**src/hw/rtl/mpqs_pkg.sv**
```systemverilog
// shared types and constants for the scanned min-priority queue
// no dependencies; imported by every module of the block
`default_nettype none

package mpqs_pkg;

  localparam int unsigned CAPACITY = 16;
  localparam int unsigned IDX_W    = (CAPACITY > 1) ? $clog2(CAPACITY) : 1;
  localparam int unsigned AGE_W    = IDX_W;
  localparam int unsigned CNT_W    = $clog2(CAPACITY + 1);
  localparam int unsigned KEY_W    = 32;
  localparam int unsigned TAG_W    = 16;
  localparam int unsigned OCC_W    = 5;

  typedef enum logic {
    FUNC_INSERT  = 1'b0,
    FUNC_EXTRACT = 1'b1
  } mpqs_func_e;

  typedef enum logic [1:0] {
    STAT_OK    = 2'd0,
    STAT_FULL  = 2'd1,
    STAT_EMPTY = 2'd2
  } mpqs_status_e;

  typedef enum logic [2:0] {
    ST_IDLE,
    ST_FIND,
    ST_SCAN,
    ST_DRAIN,
    ST_REMOVE,
    ST_DONE
  } mpqs_state_e;

  typedef struct packed {
    logic             func;
    logic [KEY_W-1:0] key;
    logic [TAG_W-1:0] tag;
  } mpqs_in_t;

  typedef struct packed {
    logic [1:0]       status;
    logic [KEY_W-1:0] min_key;
    logic [TAG_W-1:0] min_tag;
    logic [OCC_W-1:0] occupancy;
  } mpqs_out_t;

  // one word of the entry store
  typedef struct packed {
    logic [KEY_W-1:0] key;
    logic [TAG_W-1:0] tag;
  } mpqs_entry_t;

  // control from the sequencer to the compare unit
  typedef struct packed {
    logic clear;
    logic sample;
  } mpqs_scan_ctl_t;

  // slot bookkeeping that travels with a read beat
  typedef struct packed {
    logic             vld;
    logic [AGE_W-1:0] age;
    logic [IDX_W-1:0] idx;
  } mpqs_cand_t;

  typedef struct packed {
    logic             have;
    logic [KEY_W-1:0] key;
    logic [TAG_W-1:0] tag;
    logic [AGE_W-1:0] age;
    logic [IDX_W-1:0] idx;
  } mpqs_best_t;

endpackage

`default_nettype wire

```
**src/hw/rtl/min_priority_queue_scan.sv**
```systemverilog
// min-priority queue over CAPACITY unsorted slots, one slot visited per cycle
// insert: free-slot walk from slot 0 to the lowest free slot, which is then written
// extract: one read and compare per slot, then drain, then removal of the minimum
// full/empty: answered from the held count; one item at a time, set by the single compare unit
// reset clears valid marks, count and handshake state; store contents stay
`default_nettype none

module min_priority_queue_scan
  import mpqs_pkg::*;
(
  input  wire logic      clk_i,
  input  wire logic      rst_ni,
  input  wire logic      in_valid_i,
  output logic           in_ready_o,
  input  wire mpqs_in_t  in_i,
  output logic           out_valid_o,
  input  wire logic      out_ready_i,
  output mpqs_out_t      out_o
);

  localparam logic [IDX_W-1:0] LastIdx = IDX_W'(CAPACITY - 1);

  mpqs_state_e      state_q, state_d;
  logic [IDX_W-1:0] idx_q, idx_d;
  logic [CNT_W-1:0] cnt_q, cnt_d;
  logic [CAPACITY-1:0] valid_q, valid_d;
  logic [AGE_W-1:0] age_q [CAPACITY];
  logic [AGE_W-1:0] age_d [CAPACITY];
  mpqs_in_t         ins_q, ins_d;
  mpqs_out_t        res_q, res_d;
  mpqs_out_t        out_q;
  logic             out_valid_q;
  logic             pend_q, pend_d;
  mpqs_cand_t       cand_q;
  mpqs_scan_ctl_t   scan_ctl;
  mpqs_entry_t      rd_data;
  mpqs_best_t       best;
  logic             do_insert, do_remove, load_out;

  mpqs_entry_ram u_ram (
    .clk_i     (clk_i),
    .wr_en_i   (do_insert),
    .wr_addr_i (idx_q),
    .wr_data_i ('{key: ins_q.key, tag: ins_q.tag}),
    .rd_addr_i (idx_q),
    .rd_data_o (rd_data)
  );

  mpqs_min_unit u_min (
    .clk_i     (clk_i),
    .rst_ni    (rst_ni),
    .ctl_i     (scan_ctl),
    .rd_data_i (rd_data),
    .cand_i    (cand_q),
    .best_o    (best)
  );

  always_comb begin
    state_d   = state_q;
    idx_d     = idx_q;
    ins_d     = ins_q;
    res_d     = res_q;
    pend_d    = 1'b0;
    scan_ctl  = '0;
    do_insert = 1'b0;
    do_remove = 1'b0;
    load_out  = 1'b0;
    in_ready_o = 1'b0;
    case (state_q)
      ST_IDLE: begin
        in_ready_o = 1'b1;
        if (in_valid_i) begin
          ins_d = in_i;
          idx_d = '0;
          res_d = '0;
          if (in_i.func == FUNC_EXTRACT) begin
            if (cnt_q == '0) begin
              res_d.status = STAT_EMPTY;
              state_d = ST_DONE;
            end else begin
              scan_ctl.clear = 1'b1;
              state_d = ST_SCAN;
            end
          end else begin
            if (cnt_q >= CNT_W'(CAPACITY)) begin
              res_d.status = STAT_FULL;
              state_d = ST_DONE;
            end else begin
              state_d = ST_FIND;
            end
          end
        end
      end
      ST_FIND: begin
        // lowest free slot; one is bound to exist since the queue is not full
        if (!valid_q[idx_q]) begin
          do_insert = 1'b1;
          res_d.status = STAT_OK;
          state_d = ST_DONE;
        end else begin
          idx_d = idx_q + 1'b1;
        end
      end
      ST_SCAN: begin
        pend_d = 1'b1;
        scan_ctl.sample = pend_q;
        if (idx_q == LastIdx) begin
          state_d = ST_DRAIN;
        end else begin
          idx_d = idx_q + 1'b1;
        end
      end
      ST_DRAIN: begin
        scan_ctl.sample = pend_q;
        state_d = ST_REMOVE;
      end
      ST_REMOVE: begin
        do_remove = 1'b1;
        res_d.status  = STAT_OK;
        res_d.min_key = best.key;
        res_d.min_tag = best.tag;
        state_d = ST_DONE;
      end
      ST_DONE: begin
        if (!out_valid_q || out_ready_i) begin
          load_out = 1'b1;
          state_d = ST_IDLE;
        end
      end
      default: begin
        state_d = ST_IDLE;
      end
    endcase
  end

  // slot bookkeeping: ages stay dense ranks below CAPACITY
  always_comb begin
    valid_d = valid_q;
    cnt_d   = cnt_q;
    for (int i = 0; i < CAPACITY; i++) begin
      age_d[i] = age_q[i];
      if (do_insert) begin
        if (IDX_W'(i) == idx_q) begin
          age_d[i] = '0;
        end else if (valid_q[i]) begin
          age_d[i] = age_q[i] + 1'b1;
        end
      end else if (do_remove) begin
        if (valid_q[i] && (age_q[i] > best.age)) begin
          age_d[i] = age_q[i] - 1'b1;
        end
      end
    end
    if (do_insert) begin
      valid_d[idx_q] = 1'b1;
      cnt_d = cnt_q + 1'b1;
    end else if (do_remove) begin
      valid_d[best.idx] = 1'b0;
      cnt_d = cnt_q - 1'b1;
    end
  end

  always_ff @(posedge clk_i or negedge rst_ni) begin
    if (!rst_ni) begin
      state_q     <= ST_IDLE;
      cnt_q       <= '0;
      valid_q     <= '0;
      pend_q      <= 1'b0;
      out_valid_q <= 1'b0;
    end else begin
      state_q <= state_d;
      cnt_q   <= cnt_d;
      valid_q <= valid_d;
      pend_q  <= pend_d;
      if (load_out) begin
        out_valid_q <= 1'b1;
      end else if (out_ready_i) begin
        out_valid_q <= 1'b0;
      end
    end
  end

  always_ff @(posedge clk_i) begin
    idx_q  <= idx_d;
    ins_q  <= ins_d;
    res_q  <= res_d;
    age_q  <= age_d;
    // slot marks travel alongside the registered store read
    cand_q <= '{vld: valid_q[idx_q], age: age_q[idx_q], idx: idx_q};
    if (load_out) begin
      out_q           <= res_q;
      out_q.occupancy <= OCC_W'(cnt_q);
    end
  end

  assign out_valid_o = out_valid_q;
  assign out_o       = out_q;

  a_count_matches_marks: assert property (@(posedge clk_i) disable iff (!rst_ni)
    cnt_q == CNT_W'($countones(valid_q)))
    else $error("held count differs from number of valid slots");

  a_find_not_full: assert property (@(posedge clk_i) disable iff (!rst_ni)
    (state_q == ST_FIND) |-> (cnt_q < CNT_W'(CAPACITY)))
    else $error("free-slot walk started on a full queue");

  a_remove_has_min: assert property (@(posedge clk_i) disable iff (!rst_ni)
    (state_q == ST_REMOVE) |-> (best.have && valid_q[best.idx]))
    else $error("removal without a valid minimum");

  a_insert_grows: assert property (@(posedge clk_i) disable iff (!rst_ni)
    do_insert |=> (cnt_q == $past(cnt_q) + 1'b1))
    else $error("insert did not raise the held count");

endmodule

`default_nettype wire

```
**src/hw/rtl/mpqs_entry_ram.sv**
```systemverilog
// key/tag store of the queue, one write and one registered read per cycle
// depends on mpqs_pkg
`default_nettype none

module mpqs_entry_ram
  import mpqs_pkg::*;
(
  input  wire logic        clk_i,
  input  wire logic        wr_en_i,
  input  wire logic [IDX_W-1:0] wr_addr_i,
  input  wire mpqs_entry_t wr_data_i,
  input  wire logic [IDX_W-1:0] rd_addr_i,
  output mpqs_entry_t      rd_data_o
);

  mpqs_entry_t mem_q [CAPACITY];
  mpqs_entry_t rd_data_q;

  always_ff @(posedge clk_i) begin
    if (wr_en_i) begin
      mem_q[wr_addr_i] <= wr_data_i;
    end
    rd_data_q <= mem_q[rd_addr_i];
  end

  assign rd_data_o = rd_data_q;

endmodule

`default_nettype wire

```
**src/hw/rtl/mpqs_min_unit.sv**
```systemverilog
// shared compare unit: keeps the running minimum over one scan
// depends on mpqs_pkg
`default_nettype none

module mpqs_min_unit
  import mpqs_pkg::*;
(
  input  wire logic           clk_i,
  input  wire logic           rst_ni,
  input  wire mpqs_scan_ctl_t ctl_i,
  input  wire mpqs_entry_t    rd_data_i,
  input  wire mpqs_cand_t     cand_i,
  output mpqs_best_t          best_o
);

  logic             have_q, have_d;
  logic [KEY_W-1:0] key_q, key_d;
  logic [TAG_W-1:0] tag_q, tag_d;
  logic [AGE_W-1:0] age_q, age_d;
  logic [IDX_W-1:0] idx_q, idx_d;
  logic             take;

  // on equal keys the younger entry (smaller age) wins
  always_comb begin
    take = ctl_i.sample && cand_i.vld &&
           (!have_q || (rd_data_i.key < key_q) ||
            ((rd_data_i.key == key_q) && (cand_i.age < age_q)));
    have_d = have_q;
    key_d  = key_q;
    tag_d  = tag_q;
    age_d  = age_q;
    idx_d  = idx_q;
    if (ctl_i.clear) begin
      have_d = 1'b0;
    end else if (take) begin
      have_d = 1'b1;
      key_d  = rd_data_i.key;
      tag_d  = rd_data_i.tag;
      age_d  = cand_i.age;
      idx_d  = cand_i.idx;
    end
  end

  always_ff @(posedge clk_i or negedge rst_ni) begin
    if (!rst_ni) begin
      have_q <= 1'b0;
    end else begin
      have_q <= have_d;
    end
  end

  always_ff @(posedge clk_i) begin
    key_q <= key_d;
    tag_q <= tag_d;
    age_q <= age_d;
    idx_q <= idx_d;
  end

  assign best_o = '{have: have_q, key: key_q, tag: tag_q, age: age_q, idx: idx_q};

endmodule

`default_nettype wire
```
**config.mk**
```make
export PLATFORM = sky130hd
export DESIGN_NAME = min_priority_queue_scan
export DESIGN_NICKNAME = d
export VERILOG_FILES = /design/src/hw/rtl/mpqs_pkg.sv /design/src/hw/rtl/min_priority_queue_scan.sv /design/src/hw/rtl/mpqs_entry_ram.sv /design/src/hw/rtl/mpqs_min_unit.sv
export SDC_FILE = /design/constraint.sdc
export NUM_CORES = 1
export LEC_CHECK = 0
export BUFFER_PORTS_ARGS = -buffer_cell sky130_fd_sc_hd__buf_2
export CAP_MARGIN = 20
export CORE_UTILIZATION = 62
export CTS_CLUSTER_SIZE = 16
export DETAILED_ROUTE_END_ITERATION = 10
export PLACE_DENSITY_LB_ADDON = 0.25
export SYNTH_ARGS = -nofsm -noshare
export SYNTH_HDL_FRONTEND = slang
export SYNTH_HIERARCHICAL = 1
export SYNTH_SLANG_ARGS = --single-unit
```
**constraint.sdc**
```tcl
create_clock -name clk_i -period 8.7 [get_ports clk_i]
set_input_delay 1.74 -clock clk_i [delete_from_list [all_inputs] [get_ports clk_i]]
set_output_delay 1.74 -clock clk_i [all_outputs]
set_load 0.05 [all_outputs]
```
==> impl_metrics.tcl, run 1 <==
set metrics [dict create \
    hold_class "reg2reg" \
    ys_warn_count 6 \
    rsz0062_at_grt "no" \
    syn_nets 2660 \
    place_area_sq_mm 0.0472 \
    hpwl_um 59500 \
    grt_overflow 0 \
    vias_per_cell 6.62 \
    min_path_cells 0 \
    maxSlewHeadroom_pct 26.7 \
    critPathArrivalTime_ps 4950 \
    cts_buffers 108 \
    start_util_pct 63.2 \
    ctsHoldBuffers 0 \
    clk_latency_ps 690 \
    avgRoutedWirePerCell_um 28.3 \
    cp_max_fo 33 \
    worstSetupStartpointType "flop" \
    placement_rows 98 \
    routabilityCongestion 0.850 \
    hold_viol 0 \
    regToRegEndpoint "u_ram/mem_q[13][24]$_DFFE_PP_" \
    path_class "reg2reg" \
    antenna_found_initial 1 \
    clkTransAtPathRegs_ps 60 \
    wl_um 104000 \
    first_global_vias 24500 \
    place_worst_setup_slack_ps 4130 \
    postRouteAntennaNets 0 \
    p_total_uw 16700 \
    drive_above_1_share_pct 20.6 \
    fin_nets 2816 \
    syn_inst 2470 \
    drtIter0Drc 2812 \
    worstHoldStart "cand_q[3]$_DFF_P_" \
    status "complete, no violations" \
    cp-end-kind "flop" \
    grt_util_all_layers_pct 28.6 \
    io_buffers 109 \
    drtPass1Iterations 8 \
    insertedDiodeCount 0 \
    area_delta_synth_final_pct 11.6 \
    holdWs_ps 389 \
    power.share.clock_pct 27.8 \
    drc 0 \
    hold_path_end "u_min/idx_q[3]$_DFFE_PP_" \
    setup_ws_ps 4040 \
    via_count 24300 \
    internal_power_uw 11300 \
    die_w_um 273 \
    report.final.slew_viol_count 0 \
    multi_input_area_sq_mm 0.0116 \
    postCtsSetupRepairBufs 0 \
    tns_ps 0 \
    regArea_sq_mm 0.0332 \
    setup_viol 0 \
    fmax_mhz 215 \
    avgSynthCellArea_sq_um 18.4 \
    cap_violations 0 \
    syn_area_sq_mm 0.0455 \
    clock_sinks 1129 \
    power.share.switching_pct 32.3 \
    skew_ps 43.5 \
    grt_pass1_wl_um 155000 \
    seqPwrFrac_pct 45.3 \
    leakagePower_uw 0.0171 \
    cts.htree.levels 3 \
    ir_drop_mv 0.272 \
    fin_crit_sh_pct 53.6 \
    die_h_um 273 \
    ios 110 \
    required_ps 8990 \
    reg2regPathDepth 8 \
    ctsResizeCount 0 \
    min_period_ps 4660 \
    worst_slew_pin_slew_ps 1100 \
    cts-root-buf "clkbuf_16" \
    design_area_sq_mm 0.0508 \
    regToRegSetupSlack_ps 4040 \
    die_area_sq_mm 0.0744 \
    tritoncts "yes" \
    clock_path_buffers 3 \
    r2r-start "idx_q[2]$_SDFFCE_PN0P_" \
    comb_power_share_pct 26.9 \
    switchingPower_uw 5390 \
    grt_max_degree 102 \
    fillers 4227 \
    p_per_area_mw_per_mm2 328 \
    core_sq_mm 0.0720 \
]
routing by layer:
layer	up-vias	track usage (%)	routed length [um]
met5	-	0	0
met1	12500	37.9	38700
li1	10300	-	-
met3	208	4.16	8310
met2	1264	48.0	52700
met4	0	11.5	4090
state kept, by name (all words and copies together), names as in the netlist:
register,flops
u_min/have_q,1
u_min/age_q,4
cnt_q,5
u_min/idx_q,4
age_q,64
u_ram/mem_q,768
out_valid_o,1
valid_q,16
ins_q,48
cand_q,9
u_min/tag_q,16
pend_q,1
u_min/key_q,32
res_q,50
state_q,3
u_ram/rd_data_o,48
out_o,55
idx_q,4
worst max path at each step:
stage          depth (start not counted)  slack (ps)                   start                            end
2_1_floorplan                          6        1490                in_i[48]       u_min/age_q[0]$_DFFE_PP_
3_3_place_gp                           8        4230  idx_q[2]$_SDFFCE_PN0P_  u_ram/mem_q[13][16]$_DFFE_PP_
3_5_place_dp                           8        4130  idx_q[2]$_SDFFCE_PN0P_  u_ram/mem_q[13][14]$_DFFE_PP_
4_1_cts                                8        4100  idx_q[2]$_SDFFCE_PN0P_  u_ram/mem_q[13][24]$_DFFE_PP_
5_1_grt                                8        3890  idx_q[2]$_SDFFCE_PN0P_  u_ram/mem_q[13][24]$_DFFE_PP_
6_report                               8        4040  idx_q[2]$_SDFFCE_PN0P_  u_ram/mem_q[13][24]$_DFFE_PP_
power by group through the flow:
stage               registers, uW  clock network [uW]  logic (uW)
floorplan                    7810                   0        2850
finish                       7550                4640        4480
detailed placement           7640                   0        4400
CTS                          7550                4690        4460
global placement             7580                   0        4270
global route                 7620                4890        4790
final cells by class:
type | count | area share, %
Sequential cell | 1129 | 65.4
Tap cell | 950 | 2.34
Clock buffer | 155 | 5.89
Clock inverter | 47 | 1.10
Inverter | 80 | 0.592
Timing Repair Buffer | 151 | 1.75
Multi-Input combinational cell | 1156 | 22.9
worst max-delay path, cell delays in order (launching register included):
cell and delay (ps):
edfxtp_1 320, buf_4 370, mux4_2 570, mux4_2 800
or2_4 420, inv_1 170, nand3_1 310, nor2_4 680
buf_4 570
layout by cell type, fill, tap and decap left out, drive strengths merged, types with 41 or more instances in the layout:
| cell type | instances |
|---|---|
| nor2 | 60 |
| mux4 | 217 |
| a22oi | 112 |
| clkbuf | 155 |
| nand2 | 117 |
| o21ai | 75 |
| dfxtp | 57 |
| a21oi | 41 |
| buf | 151 |
| inv | 85 |
| and2 | 58 |
| edfxtp | 1045 |
| ha | 137 |
| nor3 | 62 |
metrics by stage:
| step | instances | util [%] |
|---|---|---|
| 2_1_floorplan | 2470 | - |
| 3_3_place_gp | 3464 | 65.5 |
| 3_5_place_dp | 3464 | 65.5 |
| 4_1_cts | 3666 | 70.5 |
| 5_1_grt | 3668 | 70.5 |
| 6_report | 3668 | 70.5 |
No activity file was read; power rests on OpenSTA's default activity.
==> run 2, diff against run 1 <==
--- a/config.mk
+++ b/config.mk
@@ -5,9 +5,10 @@
 export SDC_FILE = /design/constraint.sdc
 export NUM_CORES = 1
 export LEC_CHECK = 0
+export ABC_AREA = 1
 export BUFFER_PORTS_ARGS = -buffer_cell sky130_fd_sc_hd__buf_2
 export CAP_MARGIN = 20
-export CORE_UTILIZATION = 62
+export CORE_UTILIZATION = 57
 export CTS_CLUSTER_SIZE = 16
 export DETAILED_ROUTE_END_ITERATION = 10
 export PLACE_DENSITY_LB_ADDON = 0.25
==> constraint.sdc (replaced) <==
create_clock -name clk_i -period 3.8 [get_ports clk_i]
set_input_delay 0.76 -clock clk_i [delete_from_list [all_inputs] [get_ports clk_i]]
set_output_delay 0.76 -clock clk_i [all_outputs]
set_load 0.05 [all_outputs]
==> run 2 against run 1 <==
Net effect: hold slack got worse by 190 ps; die area up 19%; power rose by 150%; critical path depth is 3 higher; clock-buffer cell count decreased by 21; critical path type unchanged.
==> impl_metrics.tcl, run 2 <==
set metrics [dict create \
    clk_latency_ps 670 \
    tritoncts "yes" \
    routabilityCongestion 0.882 \
    layout_common_cells "1153 x nand2_1, 1045 x edfxtp_1, 795 x inv_1, 634 x nand3_1, 137 x ha_1" \
    internal_power_uw 26100 \
    leakagePower_uw 0.0231 \
    grt_overflow 0 \
    avgSynthCellArea_sq_um 10.9 \
    comb_power_share_pct 30.9 \
    cp-end-kind "flop" \
    grt_max_degree 173 \
    ios 110 \
    syn_area_sq_mm 0.0498 \
    drive_above_1_share_pct 8.74 \
    area_delta_synth_final_pct 10.7 \
    largest_reg_flops 768 \
    clock_path_buffers 3 \
    worst_slew_pin_slew_ps 1130 \
    postCtsSetupRepairBufs 0 \
    report.final.slew_viol_count 0 \
    post-route-util_pct 63.7 \
    regToRegEndpoint "age_q[25]$_DFFE_PP_" \
    mostFrequentLayoutCell "nand2_1" \
    rsz0062_at_grt "no" \
    status "complete, no violations" \
    p_total_uw 41100 \
    start_util_pct 57.5 \
    cts.htree.levels 3 \
    switchingPower_uw 15000 \
    cp_max_fo 113 \
    vias_per_cell 5.44 \
    first_global_vias 31400 \
    cts_buffers 111 \
    hold_viol 0 \
    clock_sinks 1129 \
    multi_input_area_sq_mm 0.0125 \
    die_area_sq_mm 0.0886 \
    seqPwrFrac_pct 42.4 \
    syn_nets 4779 \
    place_worst_setup_slack_ps 636 \
    path_class "reg2reg" \
    ctsHoldBuffers 0 \
    drtPass1Iterations 5 \
    via_count 32300 \
    setup_viol 0 \
    holdWs_ps 196 \
    postRouteAntennaNets 0 \
    critPathArrivalTime_ps 3600 \
    hold_class "in2async" \
    r2r-start "idx_q[1]$_SDFFCE_PN0P_" \
    clkTransAtPathRegs_ps 70 \
    drtIter0Drc 3095 \
    placement_rows 108 \
    power.share.clock_pct 26.7 \
    grt_pass1_wl_um 177000 \
    regArea_sq_mm 0.0332 \
    io_buffers 109 \
    antenna_found_initial 2 \
    maxSlewHeadroom_pct 25.0 \
    ctsResizeCount 0 \
    power.share.switching_pct 36.4 \
    reg2regPathDepth 11 \
    fmax_mhz 304 \
    min_period_ps 3280 \
    cts-root-buf "clkbuf_16" \
    die_h_um 298 \
    core_sq_mm 0.0866 \
    fin_crit_sh_pct 86.4 \
    regToRegSetupSlack_ps 520 \
    p_per_area_mw_per_mm2 745 \
    worstSetupStartpointType "flop" \
    required_ps 4120 \
    die_w_um 298 \
    drc 0 \
    wl_um 115000 \
    fillers 6588 \
    ir_drop_mv 0.519 \
    setup_ws_ps 515 \
    largest-register "u_ram/mem_q" \
    cap_violations 0 \
    ys_warn_count 6 \
    grt_util_all_layers_pct 26.0 \
    hpwl_um 65400 \
    avgRoutedWirePerCell_um 19.3 \
    skew_ps 13.8 \
    fin_nets 4876 \
    syn_inst 4589 \
]
## run 2: per-stage QoR
| step | cells | TNS, ps | cell area [sq um] |
|---|---|---|---|
| after floorplan | 4589 | -429780 | 49800 |
| after global placement | 5728 | 0 | 51500 |
| after detailed placement | 5728 | 0 | 51500 |
| after CTS | 5936 | 0 | 55200 |
| after global routing | 5936 | 0 | 55200 |
| final | 5937 | 0 | 55200 |
## run 2: routing by layer
layer | share of wire [%] | global-route usage [%]
met5 | 0.028 | 0
met4 | 2.8 | 8.05
met3 | 7.8 | 3.78
met2 | 48 | 42.5
met1 | 41 | 36.2
## run 2: worst max-delay path by stage
stage / from / end / slack, ps
floorplan: idx_q[0]$_SDFFCE_PN0P_ / u_ram/mem_q[10][0]$_DFFE_PP_ / -570
global placement: idx_q[1]$_SDFFCE_PN0P_ / cnt_q[4]$_DFFE_PN0P_ / 640
detailed placement: idx_q[1]$_SDFFCE_PN0P_ / cnt_q[4]$_DFFE_PN0P_ / 640
CTS: idx_q[0]$_SDFFCE_PN0P_ / u_ram/mem_q[11][19]$_DFFE_PP_ / 560
global route: idx_q[1]$_SDFFCE_PN0P_ / cnt_q[4]$_DFFE_PN0P_ / 250
finish: idx_q[1]$_SDFFCE_PN0P_ / age_q[25]$_DFFE_PP_ / 520
## run 2: area by class of cell
cell class | instances | area share, %
Clock buffer | 134 | 5.39
Multi-Input combinational cell | 2463 | 22.6
Tap cell | 1155 | 2.62
Timing Repair Buffer | 173 | 2.38
Sequential cell | 1129 | 60.2
Antenna cell | 1 | 0.00453
Clock inverter | 74 | 1.25
Inverter | 808 | 5.55
## run 2: worst max-delay path: stages, from the launching register on
cell and delay [ps]:
edfxtp_1 700, inv_2 280, nand3_1 160, nand2_1 60
nand2_1 90, nand2_2 90, nor2_8 180, nand2_8 110
inv_4 130, buf_12 360, o21ai_1 180, a21oi_1 400
## run 2: power groups by stage
stage	Sequential, uW	Combinational, uW	Clock [uW]
detailed placement	17700	12500	0
global route	17600	14000	11600
floorplan	17500	9180	0
finish	17400	12700	11000
CTS	17400	12600	11100
global placement	17600	12300	0
